## src/rtl/core/lcsp_pkg.sv

```systemverilog
// ----------------------------------------------------------------------------
// lcsp_pkg
// Types, codes and constants shared by the lane change speed planner.
// ----------------------------------------------------------------------------
package lcsp_pkg;

    localparam int LANE_COUNT_DEF = 3;

    localparam int LANE_W   = 3;
    localparam int SPEED_W  = 14;
    localparam int POS_W    = 21;
    localparam int LAT_W    = 14;
    localparam int VEL_W    = 16;
    localparam int SQ_W     = 32;
    localparam int WIDTH_W  = 12;
    localparam int GAP_W    = 16;
    localparam int STEP_W   = 10;
    localparam int CFG_IDX_W  = 3;
    localparam int CFG_DATA_W = 16;

    localparam logic [LANE_W-1:0]  LANE_RESET        = 3'd1;
    localparam logic [SPEED_W-1:0] SPEED_MAX         = 14'h3FFF;
    localparam logic [WIDTH_W-1:0] LANE_WIDTH_RESET  = 12'd1024;
    localparam logic [GAP_W-1:0]   FRONT_GAP_RESET   = 16'd7680;
    localparam logic [GAP_W-1:0]   REAR_GAP_RESET    = 16'd5120;
    localparam logic [STEP_W-1:0]  SPEED_STEP_RESET  = 10'd57;
    localparam logic [SPEED_W-1:0] SPEED_LIMIT_RESET = 14'd12672;

    // register indexes
    localparam logic [CFG_IDX_W-1:0] CFG_LANE_WIDTH  = 3'd0;
    localparam logic [CFG_IDX_W-1:0] CFG_FRONT_GAP   = 3'd1;
    localparam logic [CFG_IDX_W-1:0] CFG_REAR_GAP    = 3'd2;
    localparam logic [CFG_IDX_W-1:0] CFG_SPEED_STEP  = 3'd3;
    localparam logic [CFG_IDX_W-1:0] CFG_SPEED_LIMIT = 3'd4;

    // lane_move codes
    localparam logic [1:0] MOVE_KEEP  = 2'd0;
    localparam logic [1:0] MOVE_LEFT  = 2'd1;
    localparam logic [1:0] MOVE_RIGHT = 2'd2;

    // speed_change codes
    localparam logic [1:0] CHG_NONE  = 2'd0;
    localparam logic [1:0] CHG_SLOW  = 2'd1;
    localparam logic [1:0] CHG_ACCEL = 2'd2;

    typedef struct packed {
        logic signed [LAT_W-1:0] car_lateral;
        logic [POS_W-1:0]        car_along;
        logic signed [VEL_W-1:0] car_vel_x;
        logic signed [VEL_W-1:0] car_vel_y;
        logic [POS_W-1:0]        ego_along;
        logic                    car_present;
        logic                    frame_end;
    } t_in_item;

    typedef struct packed {
        logic [LANE_W-1:0]  lane_now;
        logic [SPEED_W-1:0] target_speed;
        logic               blocked_ahead;
        logic [1:0]         lane_move;
        logic [1:0]         speed_change;
    } t_out_item;

    typedef struct packed {
        logic [WIDTH_W-1:0] lane_width;
        logic [GAP_W-1:0]   front_gap;
        logic [GAP_W-1:0]   rear_gap;
        logic [STEP_W-1:0]  speed_step;
        logic [SPEED_W-1:0] speed_limit;
    } t_cfg;

    // registered car, speed already squared
    typedef struct packed {
        logic signed [LAT_W-1:0] car_lateral;
        logic [POS_W-1:0]        car_along;
        logic [POS_W-1:0]        ego_along;
        logic [SQ_W-1:0]         speed_sq;
        logic                    car_present;
        logic                    frame_end;
    } t_stage_item;

endpackage

```

## src/rtl/core/lcsp_if.sv

```systemverilog
// ----------------------------------------------------------------------------
// lcsp_in_if / lcsp_out_if
// Valid/ready channels for car items and planner results.
// ----------------------------------------------------------------------------
interface lcsp_in_if;
    logic               valid;
    logic               ready;
    lcsp_pkg::t_in_item payload;

    modport source (output valid, output payload, input ready);
    modport sink (input valid, input payload, output ready);
endinterface

interface lcsp_out_if;
    logic                valid;
    logic                ready;
    lcsp_pkg::t_out_item payload;

    modport source (output valid, output payload, input ready);
    modport sink (input valid, input payload, output ready);
endinterface

```

## src/rtl/core/lcsp_cfg_regs.sv

```systemverilog
// ----------------------------------------------------------------------------
// lcsp_cfg_regs
// Configuration register file, write only.
// ----------------------------------------------------------------------------
module lcsp_cfg_regs (
    input  logic                                i_clk,
    input  logic                                i_rst_n,
    input  logic                                i_cfg_we,
    input  logic [lcsp_pkg::CFG_IDX_W-1:0]      i_cfg_idx,
    input  logic [lcsp_pkg::CFG_DATA_W-1:0]     i_cfg_data,
    output lcsp_pkg::t_cfg                      o_cfg
);
    import lcsp_pkg::*;

    t_cfg r_cfg;

    always_ff @(posedge i_clk) begin
        if (!i_rst_n) begin
            r_cfg.lane_width  <= LANE_WIDTH_RESET;
            r_cfg.front_gap   <= FRONT_GAP_RESET;
            r_cfg.rear_gap    <= REAR_GAP_RESET;
            r_cfg.speed_step  <= SPEED_STEP_RESET;
            r_cfg.speed_limit <= SPEED_LIMIT_RESET;
        end else if (i_cfg_we) begin
            case (i_cfg_idx)
                CFG_LANE_WIDTH:  r_cfg.lane_width  <= i_cfg_data[WIDTH_W-1:0];
                CFG_FRONT_GAP:   r_cfg.front_gap   <= i_cfg_data[GAP_W-1:0];
                CFG_REAR_GAP:    r_cfg.rear_gap    <= i_cfg_data[GAP_W-1:0];
                CFG_SPEED_STEP:  r_cfg.speed_step  <= i_cfg_data[STEP_W-1:0];
                CFG_SPEED_LIMIT: r_cfg.speed_limit <= i_cfg_data[SPEED_W-1:0];
                default: begin
                end
            endcase
        end
    end

    assign o_cfg = r_cfg;

endmodule

```

## src/rtl/core/lcsp_input_stage.sv

```systemverilog
// ----------------------------------------------------------------------------
// lcsp_input_stage
// Input register; squares the car velocity on the way in.
// ----------------------------------------------------------------------------
module lcsp_input_stage (
    input  logic                    i_clk,
    input  logic                    i_rst_n,
    lcsp_in_if.sink                 i_item,
    input  logic                    i_take,
    output logic                    o_valid,
    output lcsp_pkg::t_stage_item   o_item
);
    import lcsp_pkg::*;

    logic                      r_valid;
    t_stage_item               r_item;
    t_stage_item               n_item;
    logic signed [2*VEL_W-1:0] sq_x;
    logic signed [2*VEL_W-1:0] sq_y;

    always_comb begin
        sq_x = (2*VEL_W)'(i_item.payload.car_vel_x) * (2*VEL_W)'(i_item.payload.car_vel_x);
        sq_y = (2*VEL_W)'(i_item.payload.car_vel_y) * (2*VEL_W)'(i_item.payload.car_vel_y);
        n_item.car_lateral = i_item.payload.car_lateral;
        n_item.car_along   = i_item.payload.car_along;
        n_item.ego_along   = i_item.payload.ego_along;
        n_item.speed_sq    = SQ_W'($unsigned(sq_x)) + SQ_W'($unsigned(sq_y));
        n_item.car_present = i_item.payload.car_present;
        n_item.frame_end   = i_item.payload.frame_end;
    end

    assign i_item.ready = !r_valid || i_take;

    always_ff @(posedge i_clk) begin
        if (!i_rst_n) begin
            r_valid <= 1'b0;
        end else if (i_item.ready) begin
            r_valid <= i_item.valid;
        end
    end

    always_ff @(posedge i_clk) begin
        if (i_item.valid && i_item.ready) begin
            r_item <= n_item;
        end
    end

    assign o_valid = r_valid;
    assign o_item  = r_item;

endmodule

```

## src/rtl/core/lcsp_frame_update.sv

```systemverilog
// ----------------------------------------------------------------------------
// lcsp_frame_update
// Frame flags, nearest front car, lane/speed decision and result register.
// ----------------------------------------------------------------------------
module lcsp_frame_update #(
    parameter int LANE_COUNT = lcsp_pkg::LANE_COUNT_DEF
) (
    input  logic                    i_clk,
    input  logic                    i_rst_n,
    input  lcsp_pkg::t_cfg          i_cfg,
    input  logic                    i_valid,
    input  lcsp_pkg::t_stage_item   i_item,
    output logic                    o_take,
    lcsp_out_if.source              o_result
);
    import lcsp_pkg::*;

    localparam logic [LANE_W-1:0] LastLane = LANE_W'(LANE_COUNT - 1);
    localparam int BND_W = 18;

    logic [LANE_W-1:0]  r_lane,   n_lane;
    logic [SPEED_W-1:0] r_speed,  n_speed;
    logic               r_close,  n_close;
    logic               r_lclear, n_lclear;
    logic               r_rclear, n_rclear;
    logic               r_fseen,  n_fseen;
    logic [POS_W-1:0]   r_fpos,   n_fpos;
    logic [SQ_W-1:0]    r_fsq,    n_fsq;
    logic               r_out_valid;
    t_out_item          r_out,    n_out;

    logic [14:0]              lo_u;
    logic signed [BND_W-1:0]  w_s, d_s, lo_s, hi_s, llo_s, rhi_s;
    logic                     in_own, in_left, in_right;
    logic                     ahead, behind, level, side_block;
    logic [POS_W-1:0]         diff_fwd, diff_back;
    logic [2*SPEED_W-1:0]     r2;
    logic [SPEED_W:0]         sum;
    logic                     out_free;

    // lane bounds around the current lane
    always_comb begin
        lo_u  = 15'(r_lane) * 15'(i_cfg.lane_width);
        w_s   = signed'(BND_W'(i_cfg.lane_width));
        d_s   = BND_W'(i_item.car_lateral);
        lo_s  = signed'(BND_W'(lo_u));
        hi_s  = lo_s + w_s;
        llo_s = lo_s - w_s;
        rhi_s = hi_s + w_s;
        in_own   = (d_s > lo_s) && (d_s < hi_s);
        in_left  = (d_s > llo_s) && (d_s < lo_s);
        in_right = (d_s > hi_s) && (d_s < rhi_s);

        diff_fwd  = i_item.car_along - i_item.ego_along;
        diff_back = i_item.ego_along - i_item.car_along;
        ahead  = (i_item.car_along > i_item.ego_along) &&
                 (diff_fwd < POS_W'(i_cfg.front_gap));
        behind = (i_item.car_along < i_item.ego_along) &&
                 (diff_back < POS_W'(i_cfg.rear_gap));
        level  = (i_item.car_along == i_item.ego_along);
        side_block = ahead || behind || level;
    end

    // take the car, then decide on the last item of a frame
    always_comb begin
        n_close  = r_close;
        n_lclear = r_lclear;
        n_rclear = r_rclear;
        n_fseen  = r_fseen;
        n_fpos   = r_fpos;
        n_fsq    = r_fsq;
        n_lane   = r_lane;
        n_speed  = r_speed;
        r2       = 28'(r_speed) * 28'(r_speed);
        sum      = 15'(r_speed) + 15'(i_cfg.speed_step);
        n_out.blocked_ahead = 1'b0;
        n_out.lane_move     = MOVE_KEEP;
        n_out.speed_change  = CHG_NONE;

        if (i_item.car_present) begin
            if (in_own && ahead) begin
                n_close = 1'b1;
                if (!r_fseen || (i_item.car_along < r_fpos)) begin
                    n_fseen = 1'b1;
                    n_fpos  = i_item.car_along;
                    n_fsq   = i_item.speed_sq;
                end
            end
            if (in_left && side_block) begin
                n_lclear = 1'b0;
            end
            if (in_right && side_block) begin
                n_rclear = 1'b0;
            end
        end

        n_out.blocked_ahead = n_close;
        if (n_close) begin
            if ((r_lane != '0) && n_lclear) begin
                n_lane = r_lane - 1'b1;
                n_out.lane_move = MOVE_LEFT;
            end else if ((r_lane < LastLane) && n_rclear) begin
                n_lane = r_lane + 1'b1;
                n_out.lane_move = MOVE_RIGHT;
            end
            if ((n_fsq != '0) && (SQ_W'(r2) >= n_fsq)) begin
                n_speed = (r_speed > SPEED_W'(i_cfg.speed_step)) ?
                          r_speed - SPEED_W'(i_cfg.speed_step) : '0;
                n_out.speed_change = CHG_SLOW;
            end
        end else if (r_speed < i_cfg.speed_limit) begin
            n_speed = sum[SPEED_W] ? SPEED_MAX : sum[SPEED_W-1:0];
            n_out.speed_change = CHG_ACCEL;
        end
        n_out.lane_now     = n_lane;
        n_out.target_speed = n_speed;
    end

    assign out_free = !r_out_valid || o_result.ready;
    assign o_take   = i_valid && (!i_item.frame_end || out_free);

    always_ff @(posedge i_clk) begin
        if (!i_rst_n) begin
            r_lane   <= LANE_RESET;
            r_speed  <= '0;
            r_close  <= 1'b0;
            r_lclear <= 1'b1;
            r_rclear <= 1'b1;
            r_fseen  <= 1'b0;
            r_fpos   <= '0;
            r_fsq    <= '0;
        end else if (o_take) begin
            if (i_item.frame_end) begin
                r_lane   <= n_lane;
                r_speed  <= n_speed;
                r_close  <= 1'b0;
                r_lclear <= 1'b1;
                r_rclear <= 1'b1;
                r_fseen  <= 1'b0;
                r_fpos   <= '0;
                r_fsq    <= '0;
            end else begin
                r_close  <= n_close;
                r_lclear <= n_lclear;
                r_rclear <= n_rclear;
                r_fseen  <= n_fseen;
                r_fpos   <= n_fpos;
                r_fsq    <= n_fsq;
            end
        end
    end

    always_ff @(posedge i_clk) begin
        if (!i_rst_n) begin
            r_out_valid <= 1'b0;
        end else if (o_take && i_item.frame_end) begin
            r_out_valid <= 1'b1;
        end else if (o_result.ready) begin
            r_out_valid <= 1'b0;
        end
    end

    always_ff @(posedge i_clk) begin
        if (o_take && i_item.frame_end) begin
            r_out <= n_out;
        end
    end

    assign o_result.valid   = r_out_valid;
    assign o_result.payload = r_out;

endmodule

```

## src/rtl/core/lane_change_speed_planner_core.sv

```systemverilog
// ----------------------------------------------------------------------------
// lane_change_speed_planner_core
// Per-frame lane change and reference speed planner over tracked cars.
// ----------------------------------------------------------------------------
// Takes one car transaction per cycle; a frame ends with the item that has
// frame_end set, and that item yields one result transaction through the input
// register and then the result register. Other items yield none.
// Throughput is set by the frame update loop: one item per cycle
// while the result register is free or being drained; a frame_end item waits
// in the input register only while a previous result has not been taken.
// Configuration writes are taken at any time and belong between frames.
module lane_change_speed_planner_core #(
    parameter int LANE_COUNT = lcsp_pkg::LANE_COUNT_DEF
) (
    input  logic                             i_clk,
    input  logic                             i_rst_n,
    lcsp_in_if.sink                          i_item,
    lcsp_out_if.source                       o_result,
    input  logic                             i_cfg_we,
    input  logic [lcsp_pkg::CFG_IDX_W-1:0]   i_cfg_idx,
    input  logic [lcsp_pkg::CFG_DATA_W-1:0]  i_cfg_data
);
    import lcsp_pkg::*;

    t_cfg        cfg;
    t_stage_item stage_item;
    logic        stage_valid;
    logic        stage_take;

    lcsp_cfg_regs u_cfg (
        .i_clk      (i_clk),
        .i_rst_n    (i_rst_n),
        .i_cfg_we   (i_cfg_we),
        .i_cfg_idx  (i_cfg_idx),
        .i_cfg_data (i_cfg_data),
        .o_cfg      (cfg)
    );

    lcsp_input_stage u_in (
        .i_clk   (i_clk),
        .i_rst_n (i_rst_n),
        .i_item  (i_item),
        .i_take  (stage_take),
        .o_valid (stage_valid),
        .o_item  (stage_item)
    );

    lcsp_frame_update #(
        .LANE_COUNT (LANE_COUNT)
    ) u_upd (
        .i_clk    (i_clk),
        .i_rst_n  (i_rst_n),
        .i_cfg    (cfg),
        .i_valid  (stage_valid),
        .i_item   (stage_item),
        .o_take   (stage_take),
        .o_result (o_result)
    );

endmodule

```

## src/flat_wrapper.sv

```systemverilog
// flat-port wrapper written by rule: the top's interface ports become plain ports
module lane_change_speed_planner_core_flat import lcsp_pkg::*;
#(
    parameter int LANE_COUNT = lcsp_pkg::LANE_COUNT_DEF
)
  (i_clk, i_rst_n, i_cfg_we, i_cfg_idx, i_cfg_data, i_item_valid, i_item_payload, i_item_ready, o_result_valid, o_result_payload, o_result_ready);
  lcsp_in_if i_item_i ();
  lcsp_out_if o_result_i ();
  input  logic i_clk;
  input  logic i_rst_n;
  input  logic i_cfg_we;
  input  logic [lcsp_pkg::CFG_IDX_W-1:0] i_cfg_idx;
  input  logic [lcsp_pkg::CFG_DATA_W-1:0] i_cfg_data;
  input wire logic [$bits(i_item_i.valid)-1:0] i_item_valid;
  input wire logic [$bits(i_item_i.payload)-1:0] i_item_payload;
  output wire logic [$bits(i_item_i.ready)-1:0] i_item_ready;
  output wire logic [$bits(o_result_i.valid)-1:0] o_result_valid;
  output wire logic [$bits(o_result_i.payload)-1:0] o_result_payload;
  input wire logic [$bits(o_result_i.ready)-1:0] o_result_ready;
  assign i_item_i.valid = i_item_valid;
  assign i_item_i.payload = i_item_payload;
  assign i_item_ready = i_item_i.ready;
  assign o_result_valid = o_result_i.valid;
  assign o_result_payload = o_result_i.payload;
  assign o_result_i.ready = o_result_ready;
  lane_change_speed_planner_core #(.LANE_COUNT(LANE_COUNT)) u_core (.i_clk(i_clk), .i_rst_n(i_rst_n), .i_item(i_item_i), .o_result(o_result_i), .i_cfg_we(i_cfg_we), .i_cfg_idx(i_cfg_idx), .i_cfg_data(i_cfg_data));
endmodule
```

## config.mk

```make
export PLATFORM = sky130hd
export DESIGN_NAME = lane_change_speed_planner_core_flat
export DESIGN_NICKNAME = d
export VERILOG_FILES = /design/src/rtl/core/lcsp_pkg.sv /design/src/rtl/core/lcsp_if.sv /design/src/rtl/core/lcsp_cfg_regs.sv /design/src/rtl/core/lcsp_input_stage.sv /design/src/rtl/core/lcsp_frame_update.sv /design/src/rtl/core/lane_change_speed_planner_core.sv /design/src/flat_wrapper.sv
export SDC_FILE = /design/constraint.sdc
export NUM_CORES = 2
export LEC_CHECK = 0
export ABC_CLOCK_PERIOD_IN_PS = 8600
export BUFFER_PORTS_ARGS = -buffer_cell sky130_fd_sc_hd__buf_2
export CORE_MARGIN = 8
export CORE_UTILIZATION = 45
export DETAILED_ROUTE_END_ITERATION = 8
export GPL_ROUTABILITY_DRIVEN = 1
export PLACE_DENSITY = 0.62
export SKIP_LAST_GASP = 1
export SYNTH_ARGS = -nofsm -noshare
export SYNTH_HDL_FRONTEND = slang
export SYNTH_HIERARCHICAL = 1
export SYNTH_SLANG_ARGS = --single-unit
```

## constraint.sdc

```tcl
create_clock -name i_clk -period 8.6 [get_ports i_clk]
set_clock_uncertainty 0.15 [all_clocks]
set_input_delay 0.86 -clock i_clk [delete_from_list [all_inputs] [get_ports i_clk]]
set_output_delay 0.86 -clock i_clk [all_outputs]
set_load 0.005 [all_outputs]
```

# After elaboration in Yosys (flattened, before gate mapping)
# Cells that the tools add are included.
[totals]
output_inout_bits = 24
register_bits = 256
elab_cells = 137
in_bits = 114
[op_classes]
n_eq_ne = 5
bitwise_logic = 1
n_mul = 4
addsub = 10
muxes = 36
magnitude_cmp = 15
reduce_logical = 39
[ops]
columns = ["op", "count"]
rows = [
  ["32-bit two-way mux", 4],
  ["21-bit two-way mux", 4],
  ["14-bit two-way mux", 5],
  ["16-bit by 16-bit multiplier with 32-bit output", 2],
  ["21-bit by 16-bit < comparator with 1-bit output", 2],
  ["21-bit < comparator", 2],
  ["21-bit subtractor", 2],
  ["32-bit adder", 1],
  ["28-bit by 32-bit greater-or-equal comparator with 1-bit output", 1],
  ["14-bit by 16-bit > comparator with 1-bit output", 2],
  ["32-bit nonzero test", 1],
  ["14-bit by 14-bit multiplier with 28-bit output", 1],
  ["21-bit equality test", 1],
  ["21-bit > comparator", 1],
  ["14-bit by 18-bit < comparator with 1-bit output", 1],
  ["16-bit by 12-bit adder with 17-bit output", 1],
  ["14-bit by 17-bit > comparator with 1-bit output", 1],
  ["14-bit by 17-bit < comparator with 1-bit output", 1],
  ["1-bit two-way mux", 17],
  ["15-bit by 12-bit adder with 16-bit output", 1],
  ["14-bit by 16-bit < comparator with 1-bit output", 1],
  ["15-bit by 12-bit subtractor with 16-bit output", 1],
  ["14-bit by 10-bit adder with 15-bit output", 1],
  ["3-bit by 12-bit multiplier with 15-bit output", 1],
  ["other kinds (21)", 55],
]

# Longest topological paths before layout
[logic_depth]
ltp_word = 12
mapped_depth = 45
mapped_depth_nobuf = 40

# By module
# The synthesis kept the hierarchy.
[by_module_without_submodules]
columns = ["mod", "cells_per_inst", "area_each_um2", "instances"]
rows = [
  ["lcsp_input_stage", 1963, 20558.5, 1],
  ["lcsp_frame_update", 2429, 19443.6, 1],
  ["lcsp_cfg_regs", 256, 2618.8, 1],
]

# Least setup slack after synthesis
# No wires, ideal clock.
[synth_timing]
kind = "flip-flop to flip-flop"
from = "register u_core.u_upd.r_speed[12]"
to = "register u_core.u_upd.r_out, in the netlist u_core/u_upd/o_result.payload[18], data pin"
setup_ns = 0.276
period_less_slack_ns = 8.994
stages_incl_launch_ff = 38
required_ns = 8.174
t_arrival_ns = 8.568
path_slack_ns = -0.394
path_cell_list = "dfxtp_1 clkbuf_1 clkbuf_1 and2_1 fa_1 inv_1 fa_1 inv_1 fa_1 inv_1 fa_1 inv_1 fa_1 fa_1 ha_1 or3_1 o31ai_1 o211ai_1 [... 2 more ...] o21a_1 o21a_1 o21ai_0 a21oi_1 a21o_1 a21oi_1 xnor2_1 ha_1 nand4_1 nor2_1 nand2_1 or2_2 o221a_2 a21boi_2 o21ai_2 buf_6 o41ai_2 a31oi_1"
[synth_lines]
columns = ["item", "line_no", "source"]
rows = [
  ["start, declared", "lcsp_frame_update.sv:22", "logic [SPEED_W-1:0] r_speed, n_speed;"],
  ["start signal, assigned", "lcsp_frame_update.sv:135", "r_speed <= n_speed;"],
  ["end signal, assigned", "lcsp_frame_update.sv:165", "r_out <= n_out;"],
  ["end, declared", "lcsp_frame_update.sv:30", "t_out_item r_out, n_out;"],
]

# Worst setup path in the final report
[layout_timing]
from = "register u_core.u_upd.r_speed[3]"
to = "register u_core.u_upd.r_speed[6]"
[layout_via]
elab_chain_len = 5
word_cells_on_any_way = 12
classes_between = "add/sub: 2; mul: 1; order compare: 3; mux: 5; reduce/logical: 1"
[layout_lines]
columns = ["item", "line_no", "source"]
rows = [
  ["14-bit by 14-bit multiplier with 28-bit output", "lcsp_frame_update.sv:74", "r2 = 28'(r_speed) * 28'(r_speed);"],
  ["28-bit by 32-bit greater-or-equal comparator with 1-bit output", "lcsp_frame_update.sv:106", "if ((n_fsq != '0) && (SQ_W'(r2) >= n_fsq)) begin"],
  ["1-bit logical AND", "lcsp_frame_update.sv:106", ""],
  ["14-bit two-way mux", "lcsp_frame_update.sv:106", ""],
  ["14-bit two-way mux *", "lcsp_frame_update.sv:98", "if (n_close) begin"],
]
# Every way passes the cells marked *; elsewhere a longest branch is shown, timed or not.
# A chain may end at the register's enable or synchronous reset.

==> impl_metrics.json <==
{
  "drtIter0Drc": 1661,
  "crit_type": "reg2reg",
  "final_cells": 6141,
  "cts.sinks": 256,
  "cpPeakStageDelay_ns": 0.56,
  "clock_path_buffers": 3,
  "start_util_pct": 45.13,
  "period_share_pct": 97.90,
  "numPortBuffers": 137,
  "track_usage_pct": 20.38,
  "min_delay_path_depth": 1,
  "antenna_found_initial": 6,
  "max_freq_mhz": 118.8,
  "ys_ff_latch": 256,
  "syn_avg_cell_area_um2": 9.170,
  "drc": 0,
  "die_w_um": 323.8,
  "gp_congestion": 0.8861,
  "yosys_warnings": 6,
  "period_minus_slack_ns": 8.419,
  "clkLatencyLatePin_ns": 0.59,
  "hold_path.class": "reg2reg",
  "reg2reg_to": "u_core/u_upd/r_speed[6]$_SDFFE_PN0P_",
  "maxCapViolations": 0,
  "rows": 113,
  "io_pins": 138,
  "slowest_stage": "fa_2",
  "synth_top_cell_area_share_pct": 30.86,
  "numCtsBuffers": 30,
  "cts_tree": "yes",
  "vias_per_cell": 5.097,
  "syn_area_um2": 42620,
  "grt_first_pass_wirelength_um": 174400,
  "dp.cells": 6058,
  "start_kind": "register",
  "hold_viol": 0,
  "hold_path_end": "u_core/u_upd/r_lclear$_SDFFE_PN1P_",
  "antenna_left": 0,
  "layout-drive-gt1-share_pct": 11.23,
  "critPathCaptureType": "register",
  "reg2regPathDepth": 37,
  "synthFlopType": "dfxtp_1",
  "cts_max_level": 1,
  "reg2reg_from": "u_core/u_upd/r_speed[3]$_SDFFE_PN0P_",
  "yosysMostFrequentCell": "inv_1",
  "yosysSeqAreaShare_pct": 14.65,
  "critPathRequiredTime_ns": 8.91,
  "crit_top_cell": "fa_1",
  "syn_to_final_growth_pct": 11.55,
  "ys_async_sr_fraction_pct": 0,
  "yosys-top-cells-area": "fa_1 (31%), ha_1 (14%), inv_1 (9.0%), edfxtp_1 (7.9%), dfxtp_1 (6.8%)",
  "status": "finished, final reports clean",
  "worstHoldStart": "u_core/u_upd/r_lclear$_SDFFE_PN1P_",
  "relSlewSlack_pct": 19.93,
  "syn-instance-count": 4648,
  "crit_arrival_ns": 8.73,
  "netlist_top_cells_count": "inv_1 (1017), fa_1 (657), ha_1 (489), nand2_1 (397), nor2_1 (192)",
  "grt_overflow": 0,
  "r2r_slack_ns": 0.18,
  "nNetsFinal": 6109,
  "synth_cell_type_count": 101,
  "dpl.hpwl_um": 88990,
  "rsz0062_at_grt": "true",
  "core-area_um2": 94450,
  "grt_pass1_vias": 33120,
  "finalSetupViolCount": 0,
  "wirelength_um": 105900,
  "vias": 31300,
  "grt_max_degree": 104,
  "wl_per_cell_um": 17.25,
  "worstMarginPinSlew_ns": 1.198,
  "synth.largest_area_cell": "fa_1",
  "dieArea_um2": 104800,
  "first_pass_iters": 5,
  "path_max_fanout": 10,
  "syn_nets": 5908,
  "finalMaxSlewViolations": 0,
  "die_y_um": 323.8,
  "cts_root_buf": "clkbuf_16",
  "clkSlewWorstSetupHoldPaths_ns": 0.06,
  "synth-edff-count": 112
}
flip-flops by register name (all words and copies together), names as in the netlist, 3 cells and up:
| signal | cells |
|---|---|
| u_core/u_cfg/o_cfg | 68 |
| u_core/u_in/o_item | 90 |
| u_core/u_upd/o_result.payload | 22 |
| u_core/u_upd/r_fpos | 21 |
| u_core/u_upd/r_fsq | 32 |
| u_core/u_upd/r_lane | 3 |
| u_core/u_upd/r_speed | 14 |
cell families (layout without fill, tap and decap cells):
kind of cell | count (synthesis) | count (layout) | synth area share, %
buffers and inverters | 1172 | 1397 | 10.44
and+or+nand+nor | 1150 | 1150 | 13.41
adders and majority gates | 1147 | 1147 | 45.24
AOI/OAI and AO/OA | 651 | 651 | 10.20
DFF | 256 | 256 | 14.65
xor gates and xnor gates | 165 | 165 | 3.511
muxes | 107 | 107 | 2.542
other | 0 | 3 | 0
layout make-up:
cell class              count  area (µm²)
clock inverters            18       202.7
flip-flops and latches    256        6284
repair buffers            320        2226
well taps                1265        1583
inverters                1021        3840
diodes                      3       7.507
fillers                  8980       46900
clock buffers              38       843.3
multi-input cells        3220       32560
through the flow:
step / hold slack, ns / cell area [µm²] / TNS (ns) / util, % / setup WS, ns
after floorplan: 0.2697 / 42660 / -0.04627 / - / -0.04627
after global placement: 0.2840 / 45580 / -0.5964 / 48.26 / -0.07539
after detailed placement: 0.2874 / 45580 / -0.9081 / 48.26 / -0.08739
after CTS: 0.2637 / 46730 / 0 / 49.47 / 0.02021
after global routing: 0.2702 / 47540 / -0.4305 / 50.33 / -0.1020
final: 0.2985 / 47540 / 0 / 50.34 / 0.1805
critical path: cells and delay by family (launching register included):
kind	cells	cell delay, ns
buffers and inverters	6	0.61
AOI/OAI and AO/OA	15	2.76
and+or+nand+nor	7	0.85
adders and majority gates	8	3.46
xor gates and xnor gates	1	0.08
DFF	1	0.38
repair_timing:
| item | 4_1_cts | 5_1_grt |
|---|---|---|
| pin swaps | 14 | 54 |
| setup endpoints to repair | 24 | 29 |
| hold buffers | 0 | 0 |
| buffers inserted | 3 | 19 |
| cloned | 0 | 2 |
| resized for setup | 18 | 148 |
| hold endpoints to repair | 0 | 0 |
layout by cell type, fill, tap and decap left out, types with 126 or more instances in the layout:
| cell type | count |
|---|---|
| a21oi_1 | 152 |
| and2_1 | 174 |
| buf_2 | 136 |
| buf_4 | 164 |
| dfxtp_1 | 128 |
| fa_1 | 655 |
| ha_1 | 478 |
| inv_1 | 1007 |
| nand2_1 | 393 |
| nor2_1 | 181 |
| o21ai_0 | 126 |
metal layers:
layer	vias to the layer above	part of all wire (%)	track usage, %
li1	15230	-	-
met1	15330	46	28.43
met2	601	48	35.04
met3	132	3.8	1.509
met4	6	1.9	3.868
met5	-	0.039	0
how the worst max path moves through the flow:
stage	cells past startpoint	slack, ns	endpoint	start
floorplan	37	-0.05	u_core/u_upd/o_result.payload[18]$_DFFE_PP_	u_core/u_upd/r_speed[12]$_SDFFE_PN0P_
global placement	35	-0.08	u_core/u_upd/r_speed[11]$_SDFFE_PN0P_	u_core/u_upd/r_speed[3]$_SDFFE_PN0P_
detailed placement	35	-0.09	u_core/u_upd/o_result.payload[12]$_DFFE_PP_	u_core/u_upd/r_speed[3]$_SDFFE_PN0P_
CTS	38	0.02	u_core/u_upd/o_result.payload[16]$_DFFE_PP_	u_core/u_upd/r_lane[2]$_SDFFE_PN0P_
global route	37	-0.10	u_core/u_upd/r_speed[6]$_SDFFE_PN0P_	u_core/u_upd/r_speed[3]$_SDFFE_PN0P_
finish	37	0.18	u_core/u_upd/r_speed[6]$_SDFFE_PN0P_	u_core/u_upd/r_speed[3]$_SDFFE_PN0P_
Power is not shown: default switching activity piles up to over one toggle a cycle in this logic, so the estimate is an artifact.
